===== src/hdl/v2alu_pkg.sv =====
// ----------------------------------------------------------------------------
// v2alu_pkg
// Shared constants, types and arithmetic helpers of the 2D vector unit.
// ----------------------------------------------------------------------------
package v2alu_pkg;

   localparam int FRAC_BITS = 16;
   localparam int WORD_BITS = 32;

   // derived widths
   localparam int NUM_W  = WORD_BITS + FRAC_BITS;  // divider numerator / quotient
   localparam int RS_W   = WORD_BITS + 3;          // square root partial remainder
   localparam int WIDE_W = 2 * WORD_BITS + 2;      // exact intermediate results
   localparam int V_W    = FRAC_BITS + 2;          // unit vector component
   localparam int D_W    = FRAC_BITS + 4;          // doubled dot product of unit vectors

   typedef logic signed [WIDE_W-1:0] wide_type;

   typedef enum logic [2:0] {
      OP_ADD   = 3'd0,
      OP_SUB   = 3'd1,
      OP_SCALE = 3'd2,
      OP_DIV   = 3'd3,
      OP_DOT   = 3'd4,
      OP_LEN   = 3'd5,
      OP_NORM  = 3'd6,
      OP_REFL  = 3'd7
   } op_type;

   // one square root lane, one radicand bit pair per cell
   typedef struct packed {
      logic [2*WORD_BITS-1:0] rad;
      logic [RS_W-1:0]        rem;
      logic [WORD_BITS-1:0]   root;
   } sqrt_type;

   // one divider lane, one quotient bit per cell
   typedef struct packed {
      logic [NUM_W-1:0]     num;
      logic [WORD_BITS-1:0] rem;
      logic [WORD_BITS-1:0] den;
      logic [NUM_W-1:0]     quo;
   } div_type;

   // request operands and the results settled so far
   typedef struct packed {
      op_type                      kind;
      logic signed [WORD_BITS-1:0] ax;
      logic signed [WORD_BITS-1:0] ay;
      logic signed [WORD_BITS-1:0] bx;
      logic signed [WORD_BITS-1:0] by;
      logic signed [WORD_BITS-1:0] f;
      logic signed [WORD_BITS-1:0] res_x;
      logic signed [WORD_BITS-1:0] res_y;
      logic signed [WORD_BITS-1:0] res_s;
      logic                        sat;
      logic                        dz;
   } side_type;

   // reflect tail
   typedef struct packed {
      logic signed [V_W-1:0]     vx;
      logic signed [V_W-1:0]     vy;
      logic signed [V_W-1:0]     nx;
      logic signed [V_W-1:0]     ny;
      logic signed [2*V_W-1:0]   p1;
      logic signed [2*V_W-1:0]   p2;
      logic signed [D_W-1:0]     d;
      logic signed [D_W+V_W-1:0] dnx;
      logic signed [D_W+V_W-1:0] dny;
   } refl_type;

   localparam logic signed [WORD_BITS-1:0] SMAX = {1'b0, {(WORD_BITS-1){1'b1}}};
   localparam logic signed [WORD_BITS-1:0] SMIN = {1'b1, {(WORD_BITS-1){1'b0}}};

   // clip to the word range; returns {clipped, value}
   function automatic logic [WORD_BITS:0] sat_w(input wide_type v);
      wide_type hi;
      wide_type lo;
      hi = wide_type'({1'b0, {(WORD_BITS-1){1'b1}}});
      lo = ~hi;
      if (v > hi) begin
         return {1'b1, SMAX};
      end else if (v < lo) begin
         return {1'b1, SMIN};
      end
      return {1'b0, v[WORD_BITS-1:0]};
   endfunction

   // shift right by the fraction width, round to nearest, ties up
   function automatic wide_type rnd_shr(input wide_type v);
      wide_type half;
      half = wide_type'(1) <<< (FRAC_BITS - 1);
      return (v + half) >>> FRAC_BITS;
   endfunction

   function automatic logic [WORD_BITS-1:0] abs_w(input logic signed [WORD_BITS-1:0] v);
      return v[WORD_BITS-1] ? WORD_BITS'(~v + 1'b1) : WORD_BITS'(v);
   endfunction

   // apply sign to an unsigned quotient
   function automatic wide_type sgn_q(input logic [NUM_W-1:0] q, input logic neg);
      wide_type m;
      m = wide_type'({1'b0, q});
      return neg ? -m : m;
   endfunction

endpackage


===== src/hdl/v2alu_div_cell.sv =====
// ----------------------------------------------------------------------------
// v2alu_div_cell
// One restoring division step: shifts in one numerator bit, produces one
// quotient bit, registered toward the next cell.
// ----------------------------------------------------------------------------
module v2alu_div_cell (
   input  logic                clock,
   input  logic                en,
   input  v2alu_pkg::div_type  cell_in,
   output v2alu_pkg::div_type  cell_out
);
   import v2alu_pkg::*;

   logic [WORD_BITS:0] pre;
   logic [WORD_BITS:0] diff;
   logic               take;
   div_type            step_in;
   div_type            step_ff;

   // compare partial remainder with the divisor
   always_comb begin
      pre         = {cell_in.rem, cell_in.num[NUM_W-1]};
      diff        = pre - {1'b0, cell_in.den};
      take        = (pre >= {1'b0, cell_in.den});
      step_in.num = cell_in.num << 1;
      step_in.rem = take ? diff[WORD_BITS-1:0] : pre[WORD_BITS-1:0];
      step_in.den = cell_in.den;
      step_in.quo = {cell_in.quo[NUM_W-2:0], take};
   end

   // advance
   always_ff @(posedge clock) begin
      if (en) begin
         step_ff <= step_in;
      end
   end

   assign cell_out = step_ff;

endmodule


===== config.mk =====
export PLATFORM = sky130hd
export DESIGN_NAME = v2alu_div_cell
export DESIGN_NICKNAME = d
export VERILOG_FILES = /design/src/hdl/v2alu_pkg.sv /design/src/hdl/v2alu_div_cell.sv
export SDC_FILE = /design/constraint.sdc
export NUM_CORES = 1
export LEC_CHECK = 0
export ABC_AREA = 1
export BUFFER_PORTS_ARGS = -buffer_cell sky130_fd_sc_hd__buf_2
export CAP_MARGIN = 0
export CORE_MARGIN = 2
export CORE_UTILIZATION = 45
export CTS_CLUSTER_DIAMETER = 80
export CTS_CLUSTER_SIZE = 14
export DETAILED_ROUTE_END_ITERATION = 6
export PLACE_DENSITY_LB_ADDON = 0.12
export REMOVE_ABC_BUFFERS = 1
export SETUP_SLACK_MARGIN = 0.05
export SYNTH_ARGS = -nofsm -noshare
export SYNTH_HDL_FRONTEND = slang
export SYNTH_SLANG_ARGS = --single-unit

===== constraint.sdc =====
create_clock -name clock -period 2.9 [get_ports clock]
set_input_delay 0.58 -clock clock [delete_from_list [all_inputs] [get_ports clock]]
set_output_delay 0.58 -clock clock [all_outputs]
set_load 0.02 [all_outputs]

==> results.json <==
{
  "avgSynthCellArea_um2": 9.82,
  "routed_wl_mm": 22.7,
  "initial_core_util": 0.461,
  "crit_path_frequent_cell": "nand2_1",
  "firstDrtPassIters": 5,
  "cp_max_fo": 35,
  "clkTransAtPathRegs_ns": 0.07,
  "vias_per_cell": 4.61,
  "io_pins": 322,
  "vias": 6408,
  "coreArea_um2": 17300,
  "drcViolationCount": 0,
  "cts_setup_buffers": 0,
  "cp-end-kind": "flip-flop",
  "mostFrequentLayoutCells": "buf_2, nand2_1, edfxtp_1",
  "gp_congestion": 0.917,
  "cap_viol_max_count": 0,
  "cts_root_buf": "clkbuf_16",
  "fin_ws_ns": 0.489,
  "finalHoldViolCount": 0,
  "cts_inserted_buffers": 17,
  "die_h_um": 137,
  "min_path_type": "in -> reg",
  "grt_pass1_wl_mm": 33.6,
  "tightest_slew_ns": 0.598,
  "ctsHoldBuffers": 0,
  "max_slew_margin": 0.601,
  "synth_cell_types": 31,
  "grt_max_degree": 60,
  "maxSlewViolCount": 0,
  "holdPathStages": 1,
  "drt_iter0_markers": 306,
  "whs_ns": 0.314,
  "arrival_ns": 2.59,
  "largest_reg_flops": 159,
  "grt_usage": 0.241,
  "p_per_area_nw_per_um2": 614,
  "fin_nets": 1345,
  "syn-instance-count": 813,
  "design.die.area_um2": 18800,
  "min_to": "cell_out[156]$_DFFE_PP_",
  "max_stage_delay_ns": 0.44,
  "grt_overflow": 0,
  "fin_cells": 1389,
  "clk_path_buf_depth": 2,
  "rows": 48,
  "setup_violations": 0,
  "io_buffer_count": 319,
  "crit_slowest_cell": "nor2_4",
  "worst_hold_startpoint": "cell_in[155]",
  "clkSinkCount": 159,
  "h-tree-depth": 4,
  "ys_seq_elements": 159,
  "dp_hpwl_mm": 17.9,
  "setup-tns-final_ns": 0,
  "status": "finished clean",
  "first_global_vias": 6221,
  "dieWidth_um": 137,
  "min_period_over_period": 0.831,
  "rsz0062_at_grt": "no",
  "start_kind": "input pin",
  "p_leak_nw": 5.32,
  "drtAntennaViolNets": 0,
  "dpl.cell_count": 1356,
  "crit_family": "simple AND/OR/NAND/NOR gates",
  "cts_resized": 0,
  "final_common_cell": "buf_2",
  "timing.fmax_ghz": 0.415,
  "antenna_found_initial": 3,
  "yosysWarnings": 0,
  "wl_per_cell_um": 16.3,
  "critPathBufInv": 2,
  "cts_tree": "built",
  "ys_seq_area_frac": 0.598,
  "peakVddDrop_mv": 0.386,
  "drive_above_1_share": 0.338,
  "dp_slack_ns": -0.0111,
  "crit_chain": "buf_2, inv_1, ha_1, nand2_1, nor2_2, nand2_1, nor2_2, nand2_1, nand3_1, nor2_4, nand2_8, nand2_1, o21ai_0",
  "path_class": "in -> reg",
  "worstPathRequired_ns": 3.08,
  "syn-cell-area_um2": 7980,
  "area_delta_synth_final_pct": 31.3,
  "period_needed_ns": 2.41
}
[synthesized netlist by cell type]
cell type / count / area, um^2
buf_6: 1 / 11.3
a21oi_1: 21 / 105
nand2_4: 1 / 11.3
inv_2: 3 / 11.3
nor3_1: 6 / 30.0
nand2_8: 1 / 20.0
fa_1: 1 / 20.0
xnor2_1: 1 / 8.76
buf_4: 1 / 7.51
and2_1: 8 / 50.1
nand2_1: 276 / 1040
nor3_2: 2 / 20.0
nand3_1: 52 / 260
ha_1: 32 / 400
inv_1: 149 / 559
edfxtp_1: 159 / 4770
buf_8: 1 / 15.0
nand4_1: 2 / 12.5
nor2_4: 1 / 11.3
nand3_2: 16 / 160
conb_1: 1 / 3.75
nand3b_1: 10 / 75.1
nor2_2: 5 / 31.3
buf_12: 1 / 20.0
xor2_1: 13 / 114
buf_2: 7 / 35.0
o21bai_1: 1 / 7.51
or2_1: 1 / 6.26
nand2_2: 4 / 25.0
nor2_1: 34 / 128
o21ai_0: 2 / 10.0
[layer usage]
metal,track usage,wire length [um],share of wire,vias up
li1,-,-,-,3289
met4,0.0922,593,0.026,4
met1,0.283,9150,0.40,2870
met2,0.427,11400,0.50,211
met5,0,29,0.0013,-
met3,0.0544,1530,0.068,34
[kinds of logic after synthesis]
logic type / Yosys count / share of synthesized area
XOR/XNOR: 14 / 0.0154
flip-flops: 159 / 0.598
other: 1 / 0.000470
buffers and inverters: 163 / 0.0826
AND/OR/NAND/NOR: 419 / 0.235
AO/OA/AOI/OAI: 24 / 0.0154
adder cells (fa/ha/maj): 33 / 0.0527
[worst max-delay path by stage]
stage	from	to	slack [ns]	cells after the start
after floorplan	cell_in[65]	cell_out[80]$_DFFE_PP_	0.41	12
after global placement	cell_in[66]	cell_out[103]$_DFFE_PP_	0.01	13
after detailed placement	cell_in[66]	cell_out[103]$_DFFE_PP_	-0.01	13
after CTS	cell_in[66]	cell_out[103]$_DFFE_PP_	0.44	13
after global routing	cell_in[65]	cell_out[80]$_DFFE_PP_	0.25	13
final	cell_in[66]	cell_out[81]$_DFFE_PP_	0.49	13
[area by class of cell]
| class | count | area (um^2) |
|---|---|---|
| antenna | 1 | 2.50 |
| sequential | 159 | 4770 |
| multi-input combinational | 491 | 2550 |
| clock inverter | 15 | 175 |
| fill | 1612 | 6820 |
| timing repair buffer | 329 | 1700 |
| tap | 225 | 282 |
| inverter | 152 | 571 |
| clock buffer | 17 | 425 |
[where the power goes]
group	internal (W)	switching, W
combinational	0.000443	0.000885
clock	0.00123	0.00104
sequential	0.00278	0.0000489
[per-stage QoR]
step / utilization / cell area [um^2] / total power (W)
floorplan: - / 7890 / 0.00368
global placement: 0.571 / 9880 / 0.00420
detailed placement: 0.571 / 9880 / 0.00422
CTS: 0.606 / 10500 / 0.00649
global route: 0.606 / 10500 / 0.00671
finish: 0.606 / 10500 / 0.00643
No activity file was read; power rests on OpenSTA's default activity.
