### src/hdl/v2alu_pkg.sv
// ----------------------------------------------------------------------------
// v2alu_pkg
// Shared constants, types and arithmetic helpers of the 2D vector unit.
// ----------------------------------------------------------------------------
package v2alu_pkg;

   localparam int FRAC_BITS = 16;
   localparam int WORD_BITS = 32;

   // derived widths
   localparam int NUM_W  = WORD_BITS + FRAC_BITS;  // divider numerator / quotient
   localparam int RS_W   = WORD_BITS + 3;          // square root partial remainder
   localparam int WIDE_W = 2 * WORD_BITS + 2;      // exact intermediate results
   localparam int V_W    = FRAC_BITS + 2;          // unit vector component
   localparam int D_W    = FRAC_BITS + 4;          // doubled dot product of unit vectors

   typedef logic signed [WIDE_W-1:0] wide_type;

   typedef enum logic [2:0] {
      OP_ADD   = 3'd0,
      OP_SUB   = 3'd1,
      OP_SCALE = 3'd2,
      OP_DIV   = 3'd3,
      OP_DOT   = 3'd4,
      OP_LEN   = 3'd5,
      OP_NORM  = 3'd6,
      OP_REFL  = 3'd7
   } op_type;

   // one square root lane, one radicand bit pair per cell
   typedef struct packed {
      logic [2*WORD_BITS-1:0] rad;
      logic [RS_W-1:0]        rem;
      logic [WORD_BITS-1:0]   root;
   } sqrt_type;

   // one divider lane, one quotient bit per cell
   typedef struct packed {
      logic [NUM_W-1:0]     num;
      logic [WORD_BITS-1:0] rem;
      logic [WORD_BITS-1:0] den;
      logic [NUM_W-1:0]     quo;
   } div_type;

   // request operands and the results settled so far
   typedef struct packed {
      op_type                      kind;
      logic signed [WORD_BITS-1:0] ax;
      logic signed [WORD_BITS-1:0] ay;
      logic signed [WORD_BITS-1:0] bx;
      logic signed [WORD_BITS-1:0] by;
      logic signed [WORD_BITS-1:0] f;
      logic signed [WORD_BITS-1:0] res_x;
      logic signed [WORD_BITS-1:0] res_y;
      logic signed [WORD_BITS-1:0] res_s;
      logic                        sat;
      logic                        dz;
   } side_type;

   // reflect tail
   typedef struct packed {
      logic signed [V_W-1:0]     vx;
      logic signed [V_W-1:0]     vy;
      logic signed [V_W-1:0]     nx;
      logic signed [V_W-1:0]     ny;
      logic signed [2*V_W-1:0]   p1;
      logic signed [2*V_W-1:0]   p2;
      logic signed [D_W-1:0]     d;
      logic signed [D_W+V_W-1:0] dnx;
      logic signed [D_W+V_W-1:0] dny;
   } refl_type;

   localparam logic signed [WORD_BITS-1:0] SMAX = {1'b0, {(WORD_BITS-1){1'b1}}};
   localparam logic signed [WORD_BITS-1:0] SMIN = {1'b1, {(WORD_BITS-1){1'b0}}};

   // clip to the word range; returns {clipped, value}
   function automatic logic [WORD_BITS:0] sat_w(input wide_type v);
      wide_type hi;
      wide_type lo;
      hi = wide_type'({1'b0, {(WORD_BITS-1){1'b1}}});
      lo = ~hi;
      if (v > hi) begin
         return {1'b1, SMAX};
      end else if (v < lo) begin
         return {1'b1, SMIN};
      end
      return {1'b0, v[WORD_BITS-1:0]};
   endfunction

   // shift right by the fraction width, round to nearest, ties up
   function automatic wide_type rnd_shr(input wide_type v);
      wide_type half;
      half = wide_type'(1) <<< (FRAC_BITS - 1);
      return (v + half) >>> FRAC_BITS;
   endfunction

   function automatic logic [WORD_BITS-1:0] abs_w(input logic signed [WORD_BITS-1:0] v);
      return v[WORD_BITS-1] ? WORD_BITS'(~v + 1'b1) : WORD_BITS'(v);
   endfunction

   // apply sign to an unsigned quotient
   function automatic wide_type sgn_q(input logic [NUM_W-1:0] q, input logic neg);
      wide_type m;
      m = wide_type'({1'b0, q});
      return neg ? -m : m;
   endfunction

endpackage

### src/hdl/v2alu_sqrt_cell.sv
// ----------------------------------------------------------------------------
// v2alu_sqrt_cell
// One digit step of an integer square root: takes two radicand bits and
// yields one root bit, registered toward the next cell.
// ----------------------------------------------------------------------------
module v2alu_sqrt_cell (
   input  logic                 clock,
   input  logic                 en,
   input  v2alu_pkg::sqrt_type  cell_in,
   output v2alu_pkg::sqrt_type  cell_out
);
   import v2alu_pkg::*;

   logic [RS_W-1:0] pre;
   logic [RS_W-1:0] trial;
   logic            take;
   sqrt_type        step_in;
   sqrt_type        step_ff;

   // bring down two radicand bits, try root*4+1
   always_comb begin
      pre          = {cell_in.rem[RS_W-3:0], cell_in.rad[2*WORD_BITS-1 -: 2]};
      trial        = RS_W'({cell_in.root, 2'b01});
      take         = (pre >= trial);
      step_in.rad  = cell_in.rad << 2;
      step_in.rem  = take ? (pre - trial) : pre;
      step_in.root = {cell_in.root[WORD_BITS-2:0], take};
   end

   // advance
   always_ff @(posedge clock) begin
      if (en) begin
         step_ff <= step_in;
      end
   end

   assign cell_out = step_ff;

endmodule

### config.mk
export PLATFORM = sky130hd
export DESIGN_NAME = v2alu_sqrt_cell
export DESIGN_NICKNAME = d
export VERILOG_FILES = /design/src/hdl/v2alu_pkg.sv /design/src/hdl/v2alu_sqrt_cell.sv
export SDC_FILE = /design/constraint.sdc
export NUM_CORES = 1
export LEC_CHECK = 0
export ABC_CLOCK_PERIOD_IN_PS = 5300
export BUFFER_PORTS_ARGS = -buffer_cell sky130_fd_sc_hd__buf_2
export CAP_MARGIN = 0
export CELL_PAD_IN_SITES_DETAIL_PLACEMENT = 1
export CELL_PAD_IN_SITES_GLOBAL_PLACEMENT = 1
export CORE_UTILIZATION = 40
export DETAILED_ROUTE_END_ITERATION = 10
export HOLD_SLACK_MARGIN = 0.06
export PLACE_DENSITY_LB_ADDON = 0.08
export SLEW_MARGIN = 20
export SYNTH_ARGS = -nofsm -noshare
export SYNTH_HDL_FRONTEND = slang
export SYNTH_SLANG_ARGS = --single-unit
export TNS_END_PERCENT = 20
### constraint.sdc
create_clock -name clock -period 5.3 [get_ports clock]
set_input_delay 0.265 -clock clock [delete_from_list [all_inputs] [get_ports clock]]
set_output_delay 0.265 -clock clock [all_outputs]
set_load 0.03 [all_outputs]
==> impl_results.md, run 1 <==
* Layout cells sized above 1 at 35.9%
* Area delta synth->final at 48.5%
* Largest register FFs at 129
* Fin area at 0.00940 mm²
* Die width at 128 µm
* Max-Cap Viols at 0
* Share of async-settable or async-resettable flops after synthesis at 0%
* Tot GR Track Use at 29.3%
* Synth top area share at 61.2%
* Clock tree buffer depth at 2
* EDFF count, synth at 129
* Starting DRC count in detailed routing at 341
* Crit path DAT at 3.70 ns
* Final ANT Viol Nets at 0
* Flops & latches, synth at 129
* Vias/cell at 5.10
* Hold Path Class: input pin to flip-flop
* Cell Area, Placed at 0.00784 mm²
* Tmin final at 3.53 ns
* Worst Setup End Kind: flip-flop
* Setup bufs post-CTS at 0
* Top FF cell, synth: edfxtp_1
* Pre-antenna DRT Iters at 5
* I/O Buffers at 259
* Req. time, crit path at 5.46 ns
* Fmax at 283 MHz
* Post-Syn Area at 0.00633 mm²
* # rows at 45
* Most common cell in the netlist: edfxtp_1
* Yosys warnings at 0
* Post-synth top area cell: edfxtp_1
* Most frequent cells after synthesis: 129 x edfxtp_1, 46 x a21oi_1, 46 x inv_1, 45 x nor2_1, 34 x ha_1
* Avg Inst Size Synth at 12.7 µm²
* GRT overflow at 0
* RSZ-0062 raised after global routing: no
* Fin Setup TNS at 0 ns
* Post-DP HPWL at 14000 µm
* Setup Viol. Count Final at 0
* First-pass GRT wire length at 35100 µm
* DR WL/cell at 21.6 µm
* Post-synth cell types at 60
* Core area at 0.0153 mm²
* Leak Pwr at 4.11 nW
* Peak VDD IR at 0.000209 V
* Status: completed
* Final Cycle Share at 66.6%
* Worst-margin pin slew at 0.767 ns
* Initial antenna violation count at 1
* Syn Inst Count at 499
* Final wirelength at 23400 µm
* Worst Setup Path Type: input pin to flip-flop
* Final Hold Viols at 0
* H-tree Lvls at 4
* CP max FO at 42
* Worst hold slack at 0.110 ns
* Root buffer cell: clkbuf_16
* Fin nets at 1026
* Number of global-route vias before repair at 5930
* CTS sink cnt at 129
* I/O pin count at 264
* Total power at 3.38 mW
* Global placer's final weighted congestion at 0.824
* DIE AREA at 0.0163 mm²
* Slew Viols, Final at 0
* Slew headroom at 48.8%
* Largest net degree at the start of global routing at 74
* Worst setup SP type: input pin
* Die height at 128 µm
* Pwr dens at 360 mW/mm²
* Synth area leaders: edfxtp_1 61%, ha_1 6.7%, a21oi_1 3.6%
* Reg clk slew, reported paths at 0.06 ns
* CTS tree: yes
* Initial Utilization at 41.3%
* CTS buffer count at 17
* Routed via count at 5525
* DR DRC count at 0
* FILL cells at 1645
* Post-synthesis sequential area ratio at 61.2%
## layer usage
layer  GRT usage, %  share of wire [%]  vias up
met4           11.5                2.5        0
met5              0                  0        -
li1               -                  -     2580
met1           33.7                 39     2686
met3           6.30                6.2       37
met2           52.9                 52      222
## what timing repair did
item | in CTS | in global routing
endpoints found under the hold margin | 92 | 0
resized for setup | 0 | 0
setup endpoints to repair | 0 | 0
hold buffers | 92 | 0
## layout by cell type (no fill, tap or decap), types with 5 or more instances in the layout
cell / n
nor2_1: 45
edfxtp_1: 129
o211ai_1: 5
nand4_1: 9
a21oi_1: 46
a21o_1: 8
nor3_1: 10
and3_1: 5
buf_2: 258
xor2_1: 10
o21ai_0: 20
nand2_1: 20
mux2_2: 6
dlygate4sd3_1: 92
clkbuf_16: 17
xnor2_1: 21
inv_1: 46
ha_1: 34
## final cells by class
cell class | count | area, µm² | area share (%)
clock buffer | 18 | 429 | 4.57
multi-input combinational | 312 | 2200 | 23.4
timing repair buffer | 353 | 2250 | 24.0
tap | 211 | 264 | 2.81
clock inverter | 14 | 201 | 2.14
sequential | 129 | 3870 | 41.2
antenna | 1 | 2.50 | 0.0266
inverter | 46 | 173 | 1.84
## path summary, 6_finish.rpt
path	from	end	slack, ns	cells after the start
worst min-delay path	cell_in[20]	cell_out[21]$_DFFE_PP_	0.11	1
worst max-delay path	cell_in[0]	cell_out[36]$_DFFE_PP_	1.77	12
## where the power goes
group | switching, mW | internal (mW)
clock | 0.498 | 0.795
combinational | 0.518 | 0.287
sequential | 0.0377 | 1.25
total | 1.05 | 2.33
## kinds of logic (layout without fill, tap and decap cells)
kind of cell | count (synthesis) | count (layout) | share of synthesized area [%]
other | 1 | 3 | 0.0593
AND/OR/NAND/NOR | 110 | 110 | 8.29
buffers and inverters | 59 | 431 | 4.13
AO/OA/AOI/OAI | 121 | 121 | 12.8
XOR/XNOR | 31 | 31 | 4.29
adder cells (fa/ha/maj) | 34 | 34 | 6.72
flip-flops | 129 | 129 | 61.2
multiplexers | 14 | 14 | 2.49
## stage by stage
stage	std cells	setup WS (ns)	utilization, %
6_report	1084	1.77	61.4
4_1_cts	1083	1.83	61.3
3_3_place_gp	959	1.99	51.2
5_1_grt	1084	1.62	61.4
3_5_place_dp	959	1.94	51.2
2_1_floorplan	500	2.72	-
## worst max-delay path, stage by stage
cell	delay, ns
dlygate4sd3_1	0.55
buf_2	0.13
inv_1	0.06
ha_1	0.36
o21a_1	0.18
o211ai_1	0.14
a311o_1	0.38
a211oi_2	0.33
o31ai_2	0.15
o21ai_4	0.46
buf_12	0.30
mux2_1	0.38
Note: power is estimated with default switching activity, not from simulation.
==> inputs of run 2 (changes only) <==
--- a/config.mk
+++ b/config.mk
@@ -5,12 +5,12 @@
 export SDC_FILE = /design/constraint.sdc
 export NUM_CORES = 1
 export LEC_CHECK = 0
-export ABC_CLOCK_PERIOD_IN_PS = 5300
+export ABC_CLOCK_PERIOD_IN_PS = 3300
 export BUFFER_PORTS_ARGS = -buffer_cell sky130_fd_sc_hd__buf_2
 export CAP_MARGIN = 0
 export CELL_PAD_IN_SITES_DETAIL_PLACEMENT = 1
 export CELL_PAD_IN_SITES_GLOBAL_PLACEMENT = 1
-export CORE_UTILIZATION = 40
+export CORE_UTILIZATION = 37
 export DETAILED_ROUTE_END_ITERATION = 10
 export HOLD_SLACK_MARGIN = 0.06
 export PLACE_DENSITY_LB_ADDON = 0.08
==> constraint.sdc (replaced) <==
create_clock -name clock -period 3.3 [get_ports clock]
set_input_delay 0.165 -clock clock [delete_from_list [all_inputs] [get_ports clock]]
set_output_delay 0.165 -clock clock [all_outputs]
set_load 0.03 [all_outputs]
==> impl_results.md, run 2 (same netlist as run 1, synthesis figures left out) <==
* Worst Setup Path Type: input pin to flip-flop (unchanged)
* Tmin final at 3.01 ns
* First-pass GRT wire length at 32700 µm (was 35100 µm)
* Vias/cell at 4.88 (was 5.10)
* CTS buffer count at 17 (unchanged)
* Setup Viol. Count Final at 0 (unchanged)
* Commonest non-fill, non-tap cells in the layout: 258 x buf_2, 129 x edfxtp_1, 102 x dlygate4sd3_1 (was 258 x buf_2, 129 x edfxtp_1, 92 x dlygate4sd3_1)
* Core area at 0.0166 mm² (was 0.0153 mm²)
* Pre-antenna DRT Iters at 4 (was 5)
* Die width at 133 µm (was 128 µm)
* Cell Area, Placed at 0.00789 mm² (was 0.00784 mm²)
* Clock tree buffer depth at 2 (unchanged)
* Initial Utilization at 38.0% (was 41.3%)
* Die height at 133 µm (was 128 µm)
* Worst-margin pin slew at 0.861 ns (was 0.767 ns)
* DIE AREA at 0.0176 mm² (was 0.0163 mm²)
* Largest register FFs at 129 (unchanged)
* Final Cycle Share at 91.3%
* Post-Route Utilization at 57.2% (was 61.4%)
* Hold Path Class: input pin to flip-flop (unchanged)
* Req. time, crit path at 3.46 ns (was 5.46 ns)
* Slew Viols, Final at 0 (unchanged)
* CTS tree: yes (unchanged)
* Final Hold Viols at 0 (unchanged)
* Power share of the combinational group at 24.4% (was 23.8%)
* Area of the multi-input gates at 0.00221 mm² (was 0.00220 mm²)
* Worst Setup End Kind: flip-flop (unchanged)
* H-tree Lvls at 4 (unchanged)
* Status: completed (unchanged)
* Routed via count at 5397 (was 5525)
* Post-DP HPWL at 14200 µm (was 14000 µm)
* Peak VDD IR at 0.000381 V (was 0.000209 V)
* DR WL/cell at 19.5 µm (was 21.6 µm)
* Clock share of power at 36.6% (was 38.2%)
* Fin nets at 1039 (was 1026)
* FILL cells at 1806 (was 1645)
* Largest net degree at the start of global routing at 89 (was 74)
* Root buffer cell: clkbuf_16 (unchanged)
* Switching part of the total power at 31.5% (was 31.1%)
* Worst setup SP type: input pin (unchanged)
* Crit path DAT at 3.17 ns (was 3.70 ns)
* Final wirelength at 21500 µm (was 23400 µm)
* CP max FO at 36 (was 42)
* Internal power at 3.62 mW (was 2.33 mW)
* Reg power frac at 39.0% (was 38.1%)
* Reg clk slew, reported paths at 0.06 ns (about the same)
* Final ANT Viol Nets at 0 (unchanged)
* Fin area at 0.00952 mm² (was 0.00940 mm²)
* DR DRC count at 0 (unchanged)
* Starting DRC count in detailed routing at 188 (was 341)
* Fmax at 332 MHz
* GRT overflow at 0 (unchanged)
* Sequential cell area at 0.00387 mm² (unchanged)
* # rows at 47 (was 45)
* Number of global-route vias before repair at 5685 (was 5930)
* Leak Pwr at 4.16 nW (was 4.11 nW)
* Initial antenna violation count at 2 (was 1)
* Pwr dens at 555 mW/mm² (was 360 mW/mm²)
* Tot GR Track Use at 24.8% (was 29.3%)
* CTS sink cnt at 129 (unchanged)
* Fin Setup TNS at 0 ns (unchanged)
* Setup bufs post-CTS at 0 (unchanged)
* Slew headroom at 42.6% (was 48.8%)
* Area delta synth->final at 50.4% (was 48.5%)
* RSZ-0062 raised after global routing: no (unchanged)
* Layout cells sized above 1 at 35.9% (about the same)
* Switch Pwr at 1.66 mW (was 1.05 mW)
* Global placer's final weighted congestion at 0.842 (was 0.824)
* Commonest non-fill, non-tap cell in the layout: buf_2 (unchanged)
* I/O pin count at 264 (unchanged)
* I/O Buffers at 259 (unchanged)
* Max-Cap Viols at 0 (unchanged)
## run 2: cell count changes in the layout (fill, tap and decap cells not counted)
cell and change:
dlygate4sd3_1 +10, buf_4 +2, bufinv_16 -2, inv_8 +2
a211oi_1 -1, a211oi_2 +1, buf_12 +1, clkbuf_1 -1
clkinv_4 -1, clkinvlp_4 +1, diode_2 +1, inv_6 +1
## run 2: worst paths after layout
path,slack (ns),cells past startpoint,to,startpoint
setup / recovery,0.29,12,cell_out[40]$_DFFE_PP_,cell_in[18]
hold / removal,0.08,2,cell_out[35]$_DFFE_PP_,cell_in[33]
## run 2: per-layer routing
metal | track usage [%] | share of wire, % | up-vias
li1 | - | - | 2611
met5 | 0 | 0 | -
met4 | 7.28 | 1.7 | 0
met3 | 6.02 | 5.2 | 23
met2 | 45.1 | 52 | 171
met1 | 29.0 | 41 | 2592
## run 2: worst max-delay path, cell delays in order
cell and delay, ns:
dlygate4sd3_1 0.55, buf_2 0.15, inv_1 0.05, ha_1 0.40
and4_1 0.26, nand2b_1 0.07, or3_1 0.32, a211oi_2 0.28
o31ai_2 0.16, o21ai_4 0.17, buf_12 0.23, mux2_1 0.35
## run 2: power by group through the flow
stage,Sequential (mW),Combinational (mW),Clock (mW)
global route,2.07,1.38,2.03
detailed placement,2.08,1.17,0
finish,2.06,1.29,1.93
floorplan,2.43,0.434,0
global placement,2.07,1.15,0
CTS,2.05,1.28,1.95
## run 2: through the flow
stage          worst slack, ns  hold slack [ns]  instances  power [mW]
2_1_floorplan            0.820            0.264        500        2.86
3_3_place_gp             0.277            0.343        971        3.23
3_5_place_dp             0.287            0.344        971        3.25
4_1_cts                  0.170           0.0604       1105        5.27
5_1_grt                 0.0502           0.0719       1107        5.47
6_report                 0.289           0.0835       1107        5.28
## run 2: area by class of cell
cell class	instances	area share, %
Inverter	46	1.81
Antenna cell	2	0.0526
Clock buffer	17	4.47
Multi-Input combinational cell	312	23.2
Sequential cell	129	40.7
Tap cell	220	2.89
Timing Repair Buffer	366	25.1
Clock inverter	15	1.80
## run 2: timing repair
action,CTS,global route
setup endpoints to repair,0,1
endpoints found under the hold margin,102,0
hold buffers,102,0
resized for setup,0,1
==> inputs of run 3 (changes only) <==
--- a/config.mk
+++ b/config.mk
@@ -8,9 +8,8 @@
 export ABC_CLOCK_PERIOD_IN_PS = 3300
 export BUFFER_PORTS_ARGS = -buffer_cell sky130_fd_sc_hd__buf_2
 export CAP_MARGIN = 0
-export CELL_PAD_IN_SITES_DETAIL_PLACEMENT = 1
-export CELL_PAD_IN_SITES_GLOBAL_PLACEMENT = 1
-export CORE_UTILIZATION = 37
+export CORE_UTILIZATION = 50
+export CTS_BUF_LIST = sky130_fd_sc_hd__clkbuf_4
 export DETAILED_ROUTE_END_ITERATION = 10
 export HOLD_SLACK_MARGIN = 0.06
 export PLACE_DENSITY_LB_ADDON = 0.08
==> impl_results.md, run 3 (same netlist as run 1, synthesis figures left out) <==
* Status: completed (unchanged)
* Pwr dens at 478 mW/mm² (was 555 mW/mm²)
* Peak VDD IR at 0.000233 V (was 0.000381 V)
* DR WL/cell at 17.1 µm (was 19.5 µm)
* Fin Setup TNS at 0 ns (unchanged)
* Global placer's final weighted congestion at 0.838 (was 0.842)
* Initial antenna violation count at 0 (was 2)
* FILL cells at 805 (was 1806)
* Worst hold slack at 0.159 ns (was 0.0835 ns)
* Post-DP HPWL at 11900 µm (was 14200 µm)
* N_diodes at 0 (was 2)
* Switch Pwr at 1.46 mW (was 1.66 mW)
* # rows at 40 (was 47)
* Root buffer cell: clkbuf_4 (was clkbuf_16)
* Tot GR Track Use at 28.6% (was 24.8%)
* Req. time, crit path at 3.61 ns (was 3.46 ns)
* Largest register FFs at 129 (unchanged)
* Crit path DAT at 3.23 ns (was 3.17 ns)
* CP max FO at 30 (was 36)
* I/O pin count at 264 (unchanged)
* Worst-margin pin slew at 0.755 ns (was 0.861 ns)
* RSZ-0062 raised after global routing: no (unchanged)
* Slew headroom at 49.6% (was 42.6%)
* Clock share of power at 25.7% (was 36.6%)
* Commonest non-fill, non-tap cell in the layout: buf_2 (unchanged)
* Largest net degree at the start of global routing at 85 (was 89)
* Clock tree buffer depth at 2 (unchanged)
* Final ANT Viol Nets at 0 (unchanged)
* CTS tree: yes (unchanged)
* Reg clk slew, reported paths at 0.11 ns (was 0.06 ns)
* Slew Viols, Final at 0 (unchanged)
* H-tree Lvls at 4 (unchanged)
* Commonest non-fill, non-tap cells in the layout: 258 x buf_2, 129 x edfxtp_1, 128 x dlygate4sd3_1 (was 258 x buf_2, 129 x edfxtp_1, 102 x dlygate4sd3_1)
* Final wirelength at 18600 µm (was 21500 µm)
* Setup bufs post-CTS at 0 (unchanged)
* Routed via count at 5506 (was 5397)
* Initial Utilization at 52.0% (was 38.0%)
* DR DRC count at 0 (unchanged)
* Worst Setup Path Type: input pin to flip-flop (unchanged)
* Reg power frac at 45.5% (was 39.0%)
* Fin nets at 1069 (was 1039)
* Vias/cell at 5.08 (was 4.88)
* Tmin final at 2.93 ns (was 3.01 ns)
* DIE AREA at 0.0131 mm² (was 0.0176 mm²)
* Die width at 114 µm (was 133 µm)
* CTS resizes at 0 (unchanged)
* Pre-antenna DRT Iters at 6 (was 4)
* Switching part of the total power at 32.5% (was 31.5%)
* Leak Pwr at 4.15 nW (was 4.16 nW)
* Number of global-route vias before repair at 5316 (was 5685)
* Worst setup SP type: input pin (unchanged)
* Starting DRC count in detailed routing at 314 (was 188)
* Core area at 0.0122 mm² (was 0.0166 mm²)
* Final Hold Viols at 0 (unchanged)
* Area delta synth->final at 49.0% (was 50.4%)
* CTS sink cnt at 129 (unchanged)
* Power share of the combinational group at 28.9% (was 24.4%)
* Setup Viol. Count Final at 0 (unchanged)
* Post-CTS Hold Fix Bufs at 128 (was 102)
* CTS buffer count at 17 (unchanged)
* GRT overflow at 0 (unchanged)
* I/O Buffers at 259 (unchanged)
* Worst Setup End Kind: flip-flop (unchanged)
* Fmax at 342 MHz (was 332 MHz)
* Internal power at 3.04 mW (was 3.62 mW)
* Layout cells sized above 1 at 35.1% (was 35.9%)
* Die height at 114 µm (was 133 µm)
* First-pass GRT wire length at 27600 µm (was 32700 µm)
* Hold Path Class: input pin to flip-flop (unchanged)
* Max-Cap Viols at 0 (unchanged)
* Final Cycle Share at 88.7% (was 91.3%)
-- run 3: critical path, stage by stage --
cell and delay [ns]:
dlygate4sd3_1 0.53, buf_2 0.14, ha_1 0.41, and4_1 0.27, nand2b_1 0.08, or3_1 0.32
a211oi_2 0.27, o31ai_2 0.15, o21ai_4 0.28, buf_12 0.23, mux2_2 0.36
-- run 3: path summary, 6_finish.rpt --
kind                  slack (ns)   startpoint                endpoint  cells past startpoint
worst min-delay path        0.16           en  cell_out[26]$_DFFE_PP_                      1
worst max-delay path        0.37  cell_in[49]  cell_out[35]$_DFFE_PP_                     11
-- run 3: layout make-up --
cell class / count / area, µm² / share of cell area (%)
tap: 168 / 210 / 2.23
timing repair buffer: 396 / 2660 / 28.3
inverter: 46 / 173 / 1.83
multi-input combinational: 312 / 2200 / 23.4
clock inverter: 13 / 160 / 1.70
clock buffer: 19 / 143 / 1.51
sequential: 129 / 3870 / 41.1
-- run 3: routing by layer --
metal / part of all wire, % / global-route usage [%] / up-vias / wire, µm
met1: 40 / 32.5 / 2557 / 7400
li1: - / - / 2672 / -
met3: 6.3 / 6.88 / 36 / 1180
met2: 51 / 50.5 / 241 / 9400
met5: 0 / 0 / - / 0
met4: 3.1 / 13.4 / 0 / 579
-- run 3: stage by stage --
step                instances  power (mW)  util, %  setup WS (ns)  area [µm²]
finish                   1083        4.50     77.5          0.373        9430
global placement          923        3.22     64.5          0.373        7840
global route             1083        4.68     77.5          0.223        9430
floorplan                 500        2.86        -          0.820        6330
detailed placement        923        3.23     64.5          0.357        7840
CTS                      1083        4.49     77.5          0.397        9430
-- run 3: power groups by stage --
stage / sequential (mW) / combinational, mW / clock (mW)
after floorplan: 2.43 / 0.434 / 0
after global placement: 2.07 / 1.14 / 0
after detailed placement: 2.07 / 1.16 / 0
after CTS: 2.04 / 1.29 / 1.16
after global routing: 2.06 / 1.39 / 1.24
final: 2.05 / 1.30 / 1.16
